**config.mk**
```make
export PLATFORM = sky130hd
export DESIGN_NAME = exif_header_parser
export DESIGN_NICKNAME = d
export VERILOG_FILES = /design/src/design/exif_pkg.sv /design/src/design/exif_header_parser.sv
export SDC_FILE = /design/constraint.sdc
export NUM_CORES = 1
export LEC_CHECK = 0
export BUFFER_PORTS_ARGS = -buffer_cell sky130_fd_sc_hd__buf_4
export CORE_ASPECT_RATIO = 0.8
export CORE_UTILIZATION = 38
export CTS_CLUSTER_DIAMETER = 30
export DETAILED_ROUTE_END_ITERATION = 7
export PLACE_DENSITY = 0.58
export RECOVER_POWER = 100
export SLEW_MARGIN = 10
export SYNTH_ARGS = -nofsm -noshare
export SYNTH_HDL_FRONTEND = slang
export SYNTH_SLANG_ARGS = --single-unit
```
**constraint.sdc**
```tcl
create_clock -name clk_i -period 10.3 [get_ports clk_i]
set_input_delay 3.09 -clock clk_i [delete_from_list [all_inputs] [get_ports clk_i]]
set_output_delay 3.09 -clock clk_i [all_outputs]
set_load 0.05 [all_outputs]
```
**src/design/exif_pkg.sv**
```systemverilog
// ============================================================================
// exif_pkg
// Shared types, phase codes and signature bytes for the Exif header parser.
// ============================================================================
`default_nettype none

package exif_pkg;

  // one input beat: a byte of the file plus framing flags
  typedef struct packed {
    logic [7:0] data_byte;
    logic       first_byte;
    logic       end_of_file;
  } exif_in_t;

  // one result beat
  typedef struct packed {
    logic        header_valid;
    logic        little_endian;
    logic [31:0] ifd_offset;
    logic [15:0] entry_count;
  } exif_out_t;

  // parse phase codes
  localparam logic [3:0] PhIdle   = 4'd0;
  localparam logic [3:0] PhSoi    = 4'd1;
  localparam logic [3:0] PhApp1   = 4'd2;
  localparam logic [3:0] PhLen    = 4'd3;
  localparam logic [3:0] PhIdent  = 4'd4;
  localparam logic [3:0] PhOrder  = 4'd5;
  localparam logic [3:0] PhFixed  = 4'd6;
  localparam logic [3:0] PhOffset = 4'd7;
  localparam logic [3:0] PhSkip   = 4'd8;
  localparam logic [3:0] PhCount  = 4'd9;
  localparam logic [3:0] PhDone   = 4'd10;

  // signature lengths
  localparam logic [2:0] SoiLen   = 3'd2;
  localparam logic [2:0] App1Len  = 3'd2;
  localparam logic [2:0] IdentLen = 3'd6;

  // byte order marks and fixed code
  localparam logic [7:0] OrderLittle = 8'h49;
  localparam logic [7:0] OrderBig    = 8'h4d;
  localparam logic [7:0] FixedLo     = 8'h2a;
  localparam logic [7:0] FixedHi     = 8'h00;

  // offset of the 0th ifd relative to the tiff header that needs no skip
  localparam logic [31:0] TiffHdrLen = 32'd8;

  function automatic logic [7:0] soi_byte(input logic [2:0] idx);
    logic [7:0] b;
    unique case (idx)
      3'd0:    b = 8'hff;
      3'd1:    b = 8'hd8;
      default: b = 8'h00;
    endcase
    return b;
  endfunction

  function automatic logic [7:0] app1_byte(input logic [2:0] idx);
    logic [7:0] b;
    unique case (idx)
      3'd0:    b = 8'hff;
      3'd1:    b = 8'he1;
      default: b = 8'h00;
    endcase
    return b;
  endfunction

  // "Exif" followed by two zero bytes
  function automatic logic [7:0] ident_byte(input logic [2:0] idx);
    logic [7:0] b;
    unique case (idx)
      3'd0:    b = 8'h45;
      3'd1:    b = 8'h78;
      3'd2:    b = 8'h69;
      3'd3:    b = 8'h66;
      default: b = 8'h00;
    endcase
    return b;
  endfunction

endpackage

`default_nettype wire

```
**src/design/exif_header_parser.sv**
```systemverilog
// ============================================================================
// exif_header_parser
// Byte-stream parser for the jpeg app1 exif/tiff header: byte order, 0th ifd
// offset and 0th ifd entry count, one result per file.
// ============================================================================
// latency: a result beat shows on out_valid_o the cycle after the byte that
//   ends the parse is accepted, or later if it waits behind a stalled result
// throughput: one byte per cycle, a compare/shift-in step between the parse
//   state and the result register; input stalls only while the skid is full
// reset: asynchronous, active low; parser goes idle and ignores bytes until a
//   beat with first_byte set, output and skid registers are emptied
`default_nettype none

module exif_header_parser (
  input  wire                  clk_i,
  input  wire                  rst_ni,
  // byte input channel
  input  wire                  in_valid_i,
  output logic                 in_stall_o,
  input  wire exif_pkg::exif_in_t in_data_i,
  // result channel
  output logic                 out_valid_o,
  input  wire                  out_stall_i,
  output exif_pkg::exif_out_t  out_data_o
);
  import exif_pkg::*;

  // parse state
  logic [3:0]  phase_q, phase_d;
  logic [2:0]  idx_q, idx_d;
  logic [31:0] asm_q, asm_d;
  logic        order_q, order_d;
  logic [31:0] skip_q, skip_d;
  logic [31:0] saved_q, saved_d;

  // output register plus one skid entry
  logic        out_valid_q, skid_valid_q;
  exif_out_t   out_q, skid_q;

  logic        in_fire, out_fire;
  logic        active, fail, done, res_v;
  logic [7:0]  b;
  exif_out_t   res;

  assign b        = in_data_i.data_byte;
  // a full skid entry is the only thing that holds off new bytes
  assign in_stall_o = skid_valid_q;
  assign in_fire    = in_valid_i && !skid_valid_q;
  assign out_fire   = out_valid_q && !out_stall_i;

  // --------------------------------------------------------------------------
  // per-byte parse step
  // --------------------------------------------------------------------------
  always_comb begin
    phase_d = phase_q;
    idx_d   = idx_q;
    asm_d   = asm_q;
    order_d = order_q;
    skip_d  = skip_q;
    saved_d = saved_q;
    fail    = 1'b0;
    done    = 1'b0;

    // a first byte restarts the parse, dropping any unfinished one
    if (in_data_i.first_byte) begin
      phase_d = PhSoi;
      idx_d   = '0;
      asm_d   = '0;
      order_d = 1'b0;
      skip_d  = '0;
      saved_d = '0;
    end

    active = (phase_d != PhIdle) && (phase_d < PhDone);

    unique case (phase_d)
      PhSoi: begin
        if (idx_d >= SoiLen || b != soi_byte(idx_d)) begin
          fail = 1'b1;
        end else if (3'(idx_d + 3'd1) == SoiLen) begin
          idx_d   = '0;
          phase_d = PhApp1;
        end else begin
          idx_d = 3'(idx_d + 3'd1);
        end
      end
      PhApp1: begin
        if (idx_d >= App1Len || b != app1_byte(idx_d)) begin
          fail = 1'b1;
        end else if (3'(idx_d + 3'd1) == App1Len) begin
          idx_d   = '0;
          phase_d = PhLen;
        end else begin
          idx_d = 3'(idx_d + 3'd1);
        end
      end
      PhLen: begin
        // segment length bytes are skipped unchecked
        if (3'(idx_d + 3'd1) >= 3'd2) begin
          idx_d   = '0;
          phase_d = PhIdent;
        end else begin
          idx_d = 3'(idx_d + 3'd1);
        end
      end
      PhIdent: begin
        if (idx_d >= IdentLen || b != ident_byte(idx_d)) begin
          fail = 1'b1;
        end else if (3'(idx_d + 3'd1) == IdentLen) begin
          idx_d   = '0;
          phase_d = PhOrder;
        end else begin
          idx_d = 3'(idx_d + 3'd1);
        end
      end
      PhOrder: begin
        // first mark is parked in the assembly, second must repeat it
        if (idx_d == 3'd0) begin
          if (b != OrderLittle && b != OrderBig) begin
            fail = 1'b1;
          end else begin
            asm_d = {24'd0, b};
            idx_d = 3'd1;
          end
        end else if ({24'd0, b} != asm_d) begin
          fail = 1'b1;
        end else begin
          order_d = (b == OrderLittle);
          asm_d   = '0;
          idx_d   = '0;
          phase_d = PhFixed;
        end
      end
      PhFixed: begin
        // 0x002a in the byte order just read
        if (b != (((idx_d == 3'd0) == order_d) ? FixedLo : FixedHi)) begin
          fail = 1'b1;
        end else if (3'(idx_d + 3'd1) >= 3'd2) begin
          idx_d   = '0;
          phase_d = PhOffset;
        end else begin
          idx_d = 3'(idx_d + 3'd1);
        end
      end
      PhOffset, PhCount: begin
        if (order_d) begin
          unique case (idx_d[1:0])
            2'd0: asm_d[7:0]   = asm_d[7:0]   | b;
            2'd1: asm_d[15:8]  = asm_d[15:8]  | b;
            2'd2: asm_d[23:16] = asm_d[23:16] | b;
            2'd3: asm_d[31:24] = asm_d[31:24] | b;
          endcase
        end else begin
          asm_d = {asm_d[23:0], b};
        end
        idx_d = 3'(idx_d + 3'd1);
        if (phase_d == PhCount) begin
          if (idx_d >= 3'd2) begin
            done = 1'b1;
          end
        end else if (idx_d >= 3'd4) begin
          saved_d = asm_d;
          asm_d   = '0;
          idx_d   = '0;
          // an offset inside the tiff header would be a backward seek
          if (saved_d < TiffHdrLen) begin
            fail = 1'b1;
          end else begin
            skip_d  = saved_d - TiffHdrLen;
            phase_d = (skip_d != '0) ? PhSkip : PhCount;
          end
        end
      end
      PhSkip: begin
        if (skip_d != '0) begin
          skip_d = skip_d - 32'd1;
        end
        if (skip_d == '0) begin
          phase_d = PhCount;
        end
      end
      default: begin
        // idle or finished: byte ignored
      end
    endcase

    res_v = active && (done || fail || in_data_i.end_of_file);
    if (res_v) begin
      phase_d = PhDone;
    end

    res.header_valid  = done;
    res.little_endian = order_d;
    res.ifd_offset    = saved_d;
    res.entry_count   = done ? asm_d[15:0] : 16'd0;
  end

  // --------------------------------------------------------------------------
  // parse state registers
  // --------------------------------------------------------------------------
  always_ff @(posedge clk_i or negedge rst_ni) begin
    if (!rst_ni) begin
      phase_q <= PhIdle;
      idx_q   <= '0;
      asm_q   <= '0;
      order_q <= 1'b0;
      skip_q  <= '0;
      saved_q <= '0;
    end else if (in_fire) begin
      phase_q <= phase_d;
      idx_q   <= idx_d;
      asm_q   <= asm_d;
      order_q <= order_d;
      skip_q  <= skip_d;
      saved_q <= saved_d;
    end
  end

  // --------------------------------------------------------------------------
  // result register with skid entry
  // --------------------------------------------------------------------------
  always_ff @(posedge clk_i or negedge rst_ni) begin
    if (!rst_ni) begin
      out_valid_q  <= 1'b0;
      skid_valid_q <= 1'b0;
    end else if (skid_valid_q) begin
      // no byte is taken while the skid entry is full
      if (out_fire) begin
        skid_valid_q <= 1'b0;
      end
    end else if (in_fire && res_v) begin
      if (out_valid_q && !out_fire) begin
        skid_valid_q <= 1'b1;
      end else begin
        out_valid_q <= 1'b1;
      end
    end else if (out_fire) begin
      out_valid_q <= 1'b0;
    end
  end

  // payload registers, no reset
  always_ff @(posedge clk_i) begin
    if (skid_valid_q) begin
      if (out_fire) begin
        out_q <= skid_q;
      end
    end else if (in_fire && res_v) begin
      if (out_valid_q && !out_fire) begin
        skid_q <= res;
      end else begin
        out_q <= res;
      end
    end
  end

  assign out_valid_o = out_valid_q;
  assign out_data_o  = out_q;

  // --------------------------------------------------------------------------
  // assertions
  // --------------------------------------------------------------------------
  // skid entry only fills behind a held result
  a_skid_behind_out: assert property (@(posedge clk_i) disable iff (!rst_ni)
    skid_valid_q |-> out_valid_q)
    else $error("skid entry valid with empty output register");

  // a result closes the parse until the next file
  a_result_closes: assert property (@(posedge clk_i) disable iff (!rst_ni)
    (in_fire && res_v) |=> (phase_q == PhDone))
    else $error("parse not closed after result");

  // a valid header never carries a backward offset
  a_valid_offset: assert property (@(posedge clk_i) disable iff (!rst_ni)
    (out_valid_o && out_data_o.header_valid) |-> (out_data_o.ifd_offset >= TiffHdrLen))
    else $error("valid header with offset below tiff header length");

  // entry count only reported with a complete header
  a_count_zero: assert property (@(posedge clk_i) disable iff (!rst_ni)
    (out_valid_o && !out_data_o.header_valid) |-> (out_data_o.entry_count == 16'd0))
    else $error("entry count nonzero on failed header");

endmodule

`default_nettype wire
```
### Yosys cells after proc, flatten, opt, wreduce, memory -nomap -nowiden

Index checks and enable logic that the tools add are counted.

* add/subtract/negate cells: 3
* $lt $le $gt $ge: 6
* equal/unequal tests: 29
* multiplexer cells: 94
* bitwise operators: 5
* reductions and logical operators: 27

Operators by type and width (count)
* 32-bit two-way mux: 18
* 50-bit two-way mux: 4
* 32-bit case mux with 2 select lines: 2
* 4-bit two-way mux: 17
* 32-bit nonzero test: 2
* 8-bit two-way mux: 7
* 3-bit two-way mux: 13
* 32-bit zero test: 1
* 32-bit by 4-bit less-than comparator with 1-bit output (second input constant): 1
* 8-bit by 32-bit != test with 1-bit output: 1
* 8-bit bitwise OR: 4
* 4-bit case mux with 8 select lines: 1
* 8-bit case mux with 2 select lines: 2
* 32-bit by 1-bit subtractor with 32-bit output (second input constant): 1
* 32-bit by 4-bit subtractor with 32-bit output (second input constant): 1
* 7-bit case mux with 4 select lines: 1
* 1-bit two-way mux: 25
* 8-bit != test: 3
* 3-bit case mux with 7 select lines: 1
* 4-bit by 3-bit == test with 1-bit output (second input constant): 4
* 16-bit two-way mux: 1
* 8-bit by 7-bit != test with 1-bit output (second input constant): 2
* 3-bit by 2-bit == test with 1-bit output (second input constant): 3
* 3-bit AND reduction: 3
* 27 further kinds: 46

* register bits: 206
* output and inout bits: 52

### Depth between registers and ports, before layout

Gate-level depths: netlist of the first run.

* depth after elaboration: 16
* gate-level depth with buffers: 26
* depth with buffers taken out: 15

### Worst setup path after synthesis of the first run

OpenSTA, ideal clock, no wires.

* kind: input -> register
* from: input port in_data_i[1] (netlist name)
* to: register out_q, in the netlist out_data_o[0], enable pin
* data arrival time: 9741 ps
* required time: 9837 ps
* setup slack: 96 ps
* stages: 21
* buffers on the path: 8
* path through: buf_4 buf_4 inv_1 clkbuf_1 clkbuf_1 buf_1 clkbuf_1 buf_1 nand2_1 ha_1 buf_4 nor2_1 a211oi_4 a2111oi_0 and3_1 nand3b_4 nor4_1 a211oi_1 a31oi_1 a21oi_1 nor2b_1

* word-level cells in the longest chain between the ends: 16
* elaborated cells between the ends (all ways): 74

RTL lines
* start, declared: line exif_header_parser.sv:20 `input wire exif_pkg::exif_in_t in_data_i,`
* 3-bit two-way mux or 32-bit two-way mux (tied branches): line exif_header_parser.sv:65 `if (in_data_i.first_byte) begin`
* 2-bit by 1-bit == test with 1-bit output (tied with other cells): line exif_header_parser.sv:147 `unique case (idx_d[1:0])`
* 8-bit two-way mux: line exif_header_parser.sv:147
* 32-bit two-way mux: line exif_header_parser.sv:146 `if (order_d) begin`
* 32-bit two-way mux: line exif_header_parser.sv:76 `unique case (phase_d)`
* 32-bit by 4-bit less-than comparator with 1-bit output: line exif_header_parser.sv:166 `if (saved_d < TiffHdrLen) begin`
* 1-bit two-way mux: line exif_header_parser.sv:166
* 1-bit two-way mux: line exif_header_parser.sv:161 `end else if (idx_d >= 3'd4) begin`
* 1-bit two-way mux: line exif_header_parser.sv:157 `if (phase_d == PhCount) begin`
* 1-bit case mux with 6 select lines: line exif_header_parser.sv:76
* 1-bit logical OR (2 in a row): line exif_header_parser.sv:187 `res_v = active && (done || fail || in_data_i.end_of_file);`
* 1-bit logical AND (*): line exif_header_parser.sv:187
* 1-bit logical AND (*): line exif_header_parser.sv:248 `end else if (in_fire && res_v) begin`
* 2-bit nonzero test (no line) (*)
* 3-bit AND reduction (no line) (*)
* end signal, assigned: line exif_header_parser.sv:246 `out_q <= skid_q;`
* end signal, assigned: line exif_header_parser.sv:252 `out_q <= res;`
* end, declared: line exif_header_parser.sv:38 `exif_out_t out_q, skid_q;`

Mark *: on every way between the ends. The rest lies on a longest branch, timed or not. The select of a mux whose other input is x is not followed.
A chain may end at the register's enable or synchronous reset.

### Final worst setup path of the first run

* from: input port in_data_i[1] (netlist name)
* to: register asm_q[21]

* word-level cells in the longest chain between the ends: 8
* elaborated cells between the ends (all ways): 23

RTL lines
* parallel branches: the longest is 7 deep, another holds 3-bit by 1-bit adder with 3-bit output
* 32-bit case mux with 2 select lines (*): line exif_header_parser.sv:76
* end signal, assigned: line exif_header_parser.sv:212 `asm_q <= asm_d;`
* end, declared: line exif_header_parser.sv:31 `logic [31:0] asm_q, asm_d;`

Every way passes the cells marked *. The select of a mux whose other input is x is not followed.

==> flow_summary.ini, run 1 <==
[grt]
grt_start_max_net_pins = 70
first_global_vias = 11100
grt_antenna_before_repair = 0
grt_pass1_wl_um = 66100
grt.overflow.total = 0
grt_usage_pct = 24.4

[finish]
finish.utilization_pct = 46.5
drive_gt1_share_pct = 12.3
nNetsFinal = 1532
area_growth_pct = 19.2
n_antenna_cell = 0
design_area_um2 = 15300

[clock_tree]
ctsResizeCount = 0
cts_hold_buf = 0
h-tree-depth = 2
clock_latency_ns = 0.58
clock_path_buffers = 3
cts_buffers = 50
post-cts-setup-buffer-count = 0
cts-root-buf = clkbuf_16
cts_sinks = 206
cts_tree = yes
clk_pin_slew_ns = 0.04

[logic_synthesis]
synthTopCellsByArea = edfxtp_1, dfrtp_1, nand2_1
seq_area_frac_synth_pct = 44.2
synth_top_area_share_pct = 23.4
synth_ff_type = dfrtp_1
synth_cell_types = 78
synth_cells = 1464
synth-compound-area-share_pct = 21.1
synth-adder-area-share_pct = 1.86
yosys.area.top_type = edfxtp_1
netlist_area_um2 = 12800
synth_fp_nets = 1497
yosys-mux-area-fraction_pct = 3.63
synth-xor-area-share_pct = 2.39
synth_top_family_by_area = simple AND/OR/NAND/NOR gates
synth_enable_flop_cells = 100
ys_ff_latch = 206
yosysMostFrequentCell = nand2_1
syn_avg_cell_area_um2 = 8.75
synth_common_cells = nand2_1, nor2_1, a21oi_1
synthSimpleGateAreaFrac_pct = 22.1
yosysWarningCount = 0
async_flop_share_pct = 51.5

[run_status]
violations = capacitance limit, slew limit
status = complete, but fails checks

[die]
die-area_um2 = 34400
fp-row-count = 59
die_w_um = 207
start_util_pct = 39.0
core-area_um2 = 32900
die_h_um = 166
io_pins = 66

[timing]
max_slew_margin_pct = -161
fmax_mhz = 112
tightest_slew_ns = 3.92
slew_violations = 176
timing.hold.ws_ns = 0.469
grt_setup_unrepaired = no
fin_crit_sh_pct = 86.6
setup_tns_ns = 0
hold_viol = 0
final-setup-viol-count = 0
fin_worst_skew_ns = 0.0476
finalCriticalPeriod_ns = 8.92

[detailed_routing]
final_antenna_net_count = 0
wl_per_cell_um = 21.5
drtIter0Drc = 1091
drc = 0
dr.pass1.iters = 8
wl_um = 42300
vias_per_cell = 5.93
num_vias = 11700

[placed_design]
dp_hpwl_um = 28700
placement.io_buffers = 65
gp_congestion = 0.951
place_area_um2 = 13600

[pwr]
power_frac_comb_pct = 29.4
p_total_uw = 4220
power.share.clock_pct = 43.2
p_sw_share_pct = 37.0
internal_power_uw = 2660
ir_drop_mv = 0.155
p_seq_share_pct = 27.5
p_sw_uw = 1560
leakage_uw = 0.00598
powerDensity_nw_per_um2 = 276

[setup_path]
end_kind = register
worstSetupStartpoint = in_data_i[1]
worstPathRequired_ns = 10.80
arrival_ns = 9.42
r2r_start = idx_q[0]$_DFFE_PN0P_
start_kind = primary input
critPathMaxFanout = 27
r2r_setup_slack_ns = 4.58
worstSetupPathType = primary input to register

[flow_run]
cap_violations = 5

[min_path]
min_from = saved_q[24]$_DFFE_PN0P_
min_path_type = register to register
-- sequential cells by signal, summed over array words and instances, names as in the netlist, 3 cells and up --
register and flops:
saved_q 32, skid_q 50, idx_q 3, asm_q 32, out_data_o 50, phase_q 4
skip_q 32
-- layout make-up --
class / count / area, um2
Tap cell: 427 / 534
Timing Repair Buffer: 94 / 488
Inverter: 24 / 90.1
Clock buffer: 58 / 1340
Sequential cell: 206 / 5660
Multi-Input combinational cell: 1123 / 6540
Clock inverter: 36 / 617
Fill cell: 3156 / 17600
-- layout by cell type (no fill, tap or decap), types with 10 or more instances in the layout --
cell,synthesis,final
a211oi_1,24,25
a21oi_1,114,114
a22o_1,28,28
a22oi_1,12,12
a31oi_1,22,22
buf_4,11,36
bufinv_16,0,14
clkbuf_1,73,60
clkbuf_16,0,50
clkinv_2,0,11
dfrtp_1,106,106
edfxtp_1,100,100
ha_1,19,19
inv_1,23,23
mux2_2,36,36
nand2_1,268,268
nand2b_1,15,14
nand3_1,32,32
nand4_1,10,10
nor2_1,128,128
nor2b_1,16,14
nor3_1,46,46
nor4_1,42,42
o21ai_0,100,101
o31ai_1,20,20
or3_1,12,12
xnor2_1,22,22
xor2_1,13,13
-- metal layers --
metal,part of all wire (%),vias to the layer above,track usage (%)
li1,-,5448,-
met1,47,5662,36.0
met2,43,487,35.3
met3,8.6,68,5.71
met4,1.9,0,7.04
met5,0,-,0
-- kinds of logic after synthesis --
family / count (synthesis)
compound gates: 413
xor+xnor: 35
fa+ha+maj: 19
buf+inv: 135
flops: 206
mux: 42
simple gates: 614
-- power groups by stage --
| stage | registers [uW] | clock network [uW] | logic [uW] |
|---|---|---|---|
| final | 1160 | 1820 | 1240 |
| after floorplan | 1290 | 0 | 755 |
| after global routing | 1180 | 1890 | 1340 |
| after global placement | 1170 | 0 | 1270 |
| after detailed placement | 1170 | 0 | 1270 |
| after CTS | 1160 | 1840 | 1280 |
-- stage by stage --
| step | setup WS [ns] | cells |
|---|---|---|
| after floorplan | 0.0959 | 1464 |
| after global placement | 1.80 | 1874 |
| after detailed placement | 1.59 | 1874 |
| after CTS | 2.16 | 1968 |
| after global routing | 0.933 | 1968 |
| final | 1.38 | 1968 |
-- worst max-delay path, stage by stage --
cell	delay, ns
buf_4	0.31
inv_1	0.52
nand2_1	0.36
ha_1	0.34
clkbuf_1	0.66
inv_1	0.22
a21oi_1	0.48
o21ai_0	0.35
nand2b_1	0.27
a31oi_1	1.21
nand2b_1	0.24
clkbuf_1	1.04
a22o_1	0.26
-- final timing paths --
| check | end | cells past startpoint |
|---|---|---|
| min in group asynchronous | skip_q[27]$_DFFE_PN0P_ | 1 |
| max in group asynchronous | skip_q[11]$_DFFE_PN0P_ | 2 |
| setup reg to reg | asm_q[21]$_DFFE_PN0P_ | 11 |
| setup / recovery | asm_q[21]$_DFFE_PN0P_ | 13 |
| hold / removal | saved_q[24]$_DFFE_PN0P_ | 2 |
| hold reg to reg | saved_q[24]$_DFFE_PN0P_ | 2 |
No activity file was read; power rests on OpenSTA's default activity.
==> run 2: changes to the inputs <==
--- a/config.mk
+++ b/config.mk
@@ -6,11 +6,13 @@
 export NUM_CORES = 1
 export LEC_CHECK = 0
 export BUFFER_PORTS_ARGS = -buffer_cell sky130_fd_sc_hd__buf_4
+export CELL_PAD_IN_SITES_DETAIL_PLACEMENT = 0
+export CELL_PAD_IN_SITES_GLOBAL_PLACEMENT = 1
 export CORE_ASPECT_RATIO = 0.8
 export CORE_UTILIZATION = 38
 export CTS_CLUSTER_DIAMETER = 30
 export DETAILED_ROUTE_END_ITERATION = 7
-export PLACE_DENSITY = 0.58
+export PLACE_DENSITY = 0.7
 export RECOVER_POWER = 100
 export SLEW_MARGIN = 10
 export SYNTH_ARGS = -nofsm -noshare
==> run 2 against run 1 <==
The run still ends with capacitance limit, slew limit left. Die area stayed put. Wire length is 2.6% higher. Critical endpoint is now phase_q[0]$_DFFE_PN0P_. Sequential share of layout area is 0.64 points higher. Utilization is 0.78 points lower. Combinational power hardly changed. Count of clock-buffer cells in the layout is 1 lower.
==> flow_summary.ini, run 2 (synthesized netlist as in run 1, its figures left out) <==
[pwr]
power.share.clock_pct = 39.4
powerDensity_nw_per_um2 = 266
ir_drop_mv = 0.148
p_sw_uw = 1570
power_frac_comb_pct = 31.6
p_seq_share_pct = 29.0
leakage_uw = 0.00582
internal_power_uw = 2430
p_sw_share_pct = 39.2

[run_status]
status = complete, but fails checks
violations = capacitance limit, slew limit

[grt]
grt_antenna_before_repair = 1
grt.overflow.total = 0
grt_pass1_wl_um = 68400
first_global_vias = 11100
grt_start_max_net_pins = 72
grt_usage_pct = 25.3

[die]
io_pins = 66
die_h_um = 166
core-area_um2 = 32900
fp-row-count = 59
start_util_pct = 39.0
die-area_um2 = 34400
die_w_um = 207

[timing]
timing.hold.ws_ns = 0.471
slew_violations = 289
hold_viol = 0
grt_setup_unrepaired = no
finalCriticalPeriod_ns = 8.93
fmax_mhz = 112
setup_tns_ns = 0
tightest_slew_ns = 3.56
fin_worst_skew_ns = 0.0302
max_slew_margin_pct = -137
final-setup-viol-count = 0
fin_crit_sh_pct = 86.7

[clock_tree]
cts_sinks = 206
post-cts-setup-buffer-count = 0
cts_buffers = 47
cts-root-buf = clkbuf_16
clock_latency_ns = 0.57
cts_tree = yes
cts_hold_buf = 0
h-tree-depth = 2
clk_pin_slew_ns = 0.05
clock_path_buffers = 3
ctsResizeCount = 0

[finish]
nNetsFinal = 1533
mostFrequentLayoutCell = nand2_1
finish.utilization_pct = 45.7
layout_common_cells = nand2_1, nor2_1, a21oi_1
n_antenna_cell = 0
area_growth_pct = 17.2
drive_gt1_share_pct = 11.6

[placed_design]
placement.io_buffers = 65
gp_congestion = 0.931
dp_hpwl_um = 29700

[detailed_routing]
num_vias = 11800
drc = 0
drtIter0Drc = 1164
vias_per_cell = 5.98
wl_per_cell_um = 22.1
dr.pass1.iters = 5
final_antenna_net_count = 0
wl_um = 43500

[setup_path]
end_kind = register
critPathMaxFanout = 36
worstPathRequired_ns = 10.78
start_kind = primary input
arrival_ns = 9.41
worstSetupPathType = primary input to register

[flow_run]
cap_violations = 7

[min_path]
min_path_type = register to register
==> run 2: path summary, 6_finish.rpt <==
kind / from / to / slack [ns] / depth (start not counted)
setup reg to reg: idx_q[0]$_DFFE_PN0P_ / phase_q[0]$_DFFE_PN0P_ / 4.06 / 13
hold reg to reg: saved_q[19]$_DFFE_PN0P_ / saved_q[19]$_DFFE_PN0P_ / 0.47 / 2
hold / removal: saved_q[19]$_DFFE_PN0P_ / saved_q[19]$_DFFE_PN0P_ / 0.47 / 2
min in group asynchronous: rst_ni / skip_q[13]$_DFFE_PN0P_ / 3.57 / 1
setup / recovery: in_data_i[1] / phase_q[0]$_DFFE_PN0P_ / 1.37 / 15
max in group asynchronous: rst_ni / asm_q[9]$_DFFE_PN0P_ / 2.16 / 2
==> run 2: layout make-up <==
| class | instances | area, um2 |
|---|---|---|
| clock buffers | 57 | 1250 |
| clock inverters | 31 | 425 |
| fillers | 3251 | 17800 |
| inverters | 24 | 90.1 |
| multi-input cells | 1123 | 6540 |
| flip-flops and latches | 206 | 5660 |
| well taps | 427 | 534 |
| repair buffers | 98 | 507 |
==> run 2: worst max-delay path, cell delays in order <==
cell       delay (ns)
buf_4            0.34
inv_1            0.16
nand2_1          0.20
ha_1             0.77
nand2b_1         0.22
a21oi_1          0.08
a2111oi_0        0.72
and3_1           0.34
nand3b_1         0.31
o41ai_1          0.93
nand2b_1         0.19
clkbuf_1         1.28
a2111oi_2        0.33
o41ai_2          0.15
o221a_1          0.24
==> run 2: through the flow <==
| stage | power [uW] | cells | setup WS (ns) | cell area, um2 |
|---|---|---|---|---|
| global placement | 2460 | 1878 | 1.70 | 13600 |
| floorplan | 2050 | 1464 | 0.0959 | 12800 |
| detailed placement | 2460 | 1878 | 1.43 | 13600 |
| CTS | 4050 | 1966 | 2.00 | 15300 |
| global route | 4170 | 1966 | 0.921 | 15000 |
| finish | 3990 | 1966 | 1.37 | 15000 |
==> run 2: power groups by stage <==
stage,clock [uW],sequential [uW],combinational (uW)
3_3_place_gp,0,1170,1290
3_5_place_dp,0,1170,1290
4_1_cts,1590,1160,1300
6_report,1570,1160,1260
2_1_floorplan,0,1290,755
5_1_grt,1630,1180,1360
==> run 2: per-layer routing <==
layer / global-route usage (%) / routed length, um
met5: 0 / 17
met4: 6.59 / 885
met3: 3.97 / 2830
met2: 36.7 / 18200
met1: 38.8 / 21500
==> run 3: changes to the inputs <==
--- a/config.mk
+++ b/config.mk
@@ -12,7 +12,7 @@
 export CORE_UTILIZATION = 38
 export CTS_CLUSTER_DIAMETER = 30
 export DETAILED_ROUTE_END_ITERATION = 7
-export PLACE_DENSITY = 0.7
+export PLACE_DENSITY = 0.73
 export RECOVER_POWER = 100
 export SLEW_MARGIN = 10
 export SYNTH_ARGS = -nofsm -noshare
==> constraint.sdc (replaced) <==
create_clock -name clk_i -period 7.4 [get_ports clk_i]
set_input_delay 2.22 -clock clk_i [delete_from_list [all_inputs] [get_ports clk_i]]
set_output_delay 2.22 -clock clk_i [all_outputs]
set_load 0.05 [all_outputs]
==> run 3 against run 2 <==
The flow still finishes with violations (capacitance limit, slew limit). Flip-flop and latch count unchanged. Clock power increased by 38%. Cell count increased by 1.6%. Hold slack got worse by 0.0013 ns. Setup slack got worse by 0.52 ns. First-iteration DRC count increased by 14%. Critical path depth increased by 2. Count of clock-buffer cells in the layout increased by 5. Critical path type unchanged. Largest cell class unchanged.
==> flow_summary.ini, run 3 (synthesized netlist as in run 1, its figures left out) <==
[grt]
grt_pass1_wl_um = 69400
grt.overflow.total = 0
grt_antenna_before_repair = 1
grt_start_max_net_pins = 70
grt_usage_pct = 25.8
first_global_vias = 11400

[clock_tree]
cts_hold_buf = 0
ctsResizeCount = 0
h-tree-depth = 2
cts_buffers = 49
clock_path_buffers = 3
post-cts-setup-buffer-count = 0
clock_latency_ns = 0.56
clk_pin_slew_ns = 0.04
cts_sinks = 206
cts_tree = yes
cts-root-buf = clkbuf_16

[finish]
finish.utilization_pct = 46.5
area_growth_pct = 19.1
num-fill-cells = 3240
drive_gt1_share_pct = 13.5
layoutNonFillerInstCount = 1997
nNetsFinal = 1561
layout_common_cells = nand2_1, nor2_1, a21oi_1
multi_input_area_um2 = 6560
mostFrequentLayoutCell = nand2_1
ff_latch_area_um2 = 5660

[detailed_routing]
final_antenna_net_count = 0
drtIter0Drc = 1328
vias_per_cell = 5.98
drc = 0
wl_um = 44000
wl_per_cell_um = 22.1
dr.pass1.iters = 5
num_vias = 11900

[die]
die-area_um2 = 34400
start_util_pct = 39.0
core-area_um2 = 32900
die_w_um = 207
die_h_um = 166
io_pins = 66
fp-row-count = 59

[timing]
timing.hold.ws_ns = 0.470
grt_setup_unrepaired = no
final-setup-viol-count = 0
fin_worst_skew_ns = 0.0319
finalCriticalPeriod_ns = 6.56
slew_violations = 121
hold_viol = 0
tightest_slew_ns = 4.08
fin_crit_sh_pct = 88.6
setup_tns_ns = 0
max_slew_margin_pct = -172
fmax_mhz = 153

[setup_path]
start_kind = primary input
critPathMaxFanout = 50
crit_chain = buf_4 -> inv_2 -> nand2_1 -> ha_1 -> clkbuf_1 -> inv_1 -> a21oi_1 -> o21ai_0 -> clkbuf_1 -> o31ai_2 -> nand3b_4 -> nor4_1 -> a211oi_1 -> a31oi_1 -> a21oi_1 -> nor2b_4 -> buf_12
arrival_ns = 6.78
rr_worst_depth = 15
cp_slowest_cell = o31ai_2
end_kind = register
cp_num_buf_inv = 6
path_delay_family = compound AO/OA/AOI/OAI gates
slowest_delay_ns = 0.57
crit_cells = 17
worstSetupPathType = primary input to register
worstPathRequired_ns = 7.63

[placed_design]
dp_hpwl_um = 30800
placement.io_buffers = 65
gp_congestion = 0.960
place_inst = 1904

[pwr]
p_total_uw = 5590
ir_drop_mv = 0.182
powerDensity_nw_per_um2 = 366
leakage_uw = 0.00599

[flow_run]
cap_violations = 2

[run_status]
violations = capacitance limit, slew limit
status = complete, but fails checks

[min_path]
min_path_type = register to register
worstHoldPathCells = 2
## run 3: final timing paths
path | from | end | slack (ns)
setup / recovery | in_data_i[1] | out_data_o[43]$_DFFE_PP_ | 0.84
hold / removal | saved_q[29]$_DFFE_PN0P_ | saved_q[29]$_DFFE_PN0P_ | 0.47
setup reg to reg | idx_q[0]$_DFFE_PN0P_ | out_data_o[43]$_DFFE_PP_ | 2.53
hold reg to reg | saved_q[29]$_DFFE_PN0P_ | saved_q[29]$_DFFE_PN0P_ | 0.47
max in group asynchronous | rst_ni | asm_q[4]$_DFFE_PN0P_ | 1.60
min in group asynchronous | rst_ni | skip_q[26]$_DFFE_PN0P_ | 3.10
## run 3: per-layer routing
layer | vias up | global-route usage (%) | wire [um]
met5 | - | 0 | 0
met2 | 495 | 36.2 | 18200
met3 | 84 | 6.24 | 3540
met1 | 5829 | 38.0 | 20900
met4 | 0 | 9.44 | 1370
li1 | 5531 | - | -
## run 3: worst min-delay path, stage by stage, from the launching register on
cell and delay [ns]:
dfrtp_1 0.33, nand2_1 0.05, nand2_1 0.06
## run 3: area by class of cell
class,instances,area share (%)
Timing Repair Buffer,124,4.78
Antenna cell,1,0.0164
Tap cell,427,3.50
Multi-Input combinational cell,1123,43.0
Inverter,24,0.590
Clock buffer,62,8.75
Clock inverter,30,2.31
Sequential cell,206,37.1
## run 3: report_power, final
part	internal [uW]	switching [uW]
logic	532	1270
clock network	1460	703
registers	1420	211
## run 3: metrics by stage
stage | instance area, um2 | worst slack (ns)
final | 15300 | 0.844
after global placement | 13800 | 0.793
after global routing | 15300 | 0.448
after floorplan | 12800 | 0.0336
after detailed placement | 13800 | 0.721
after CTS | 15500 | 1.29
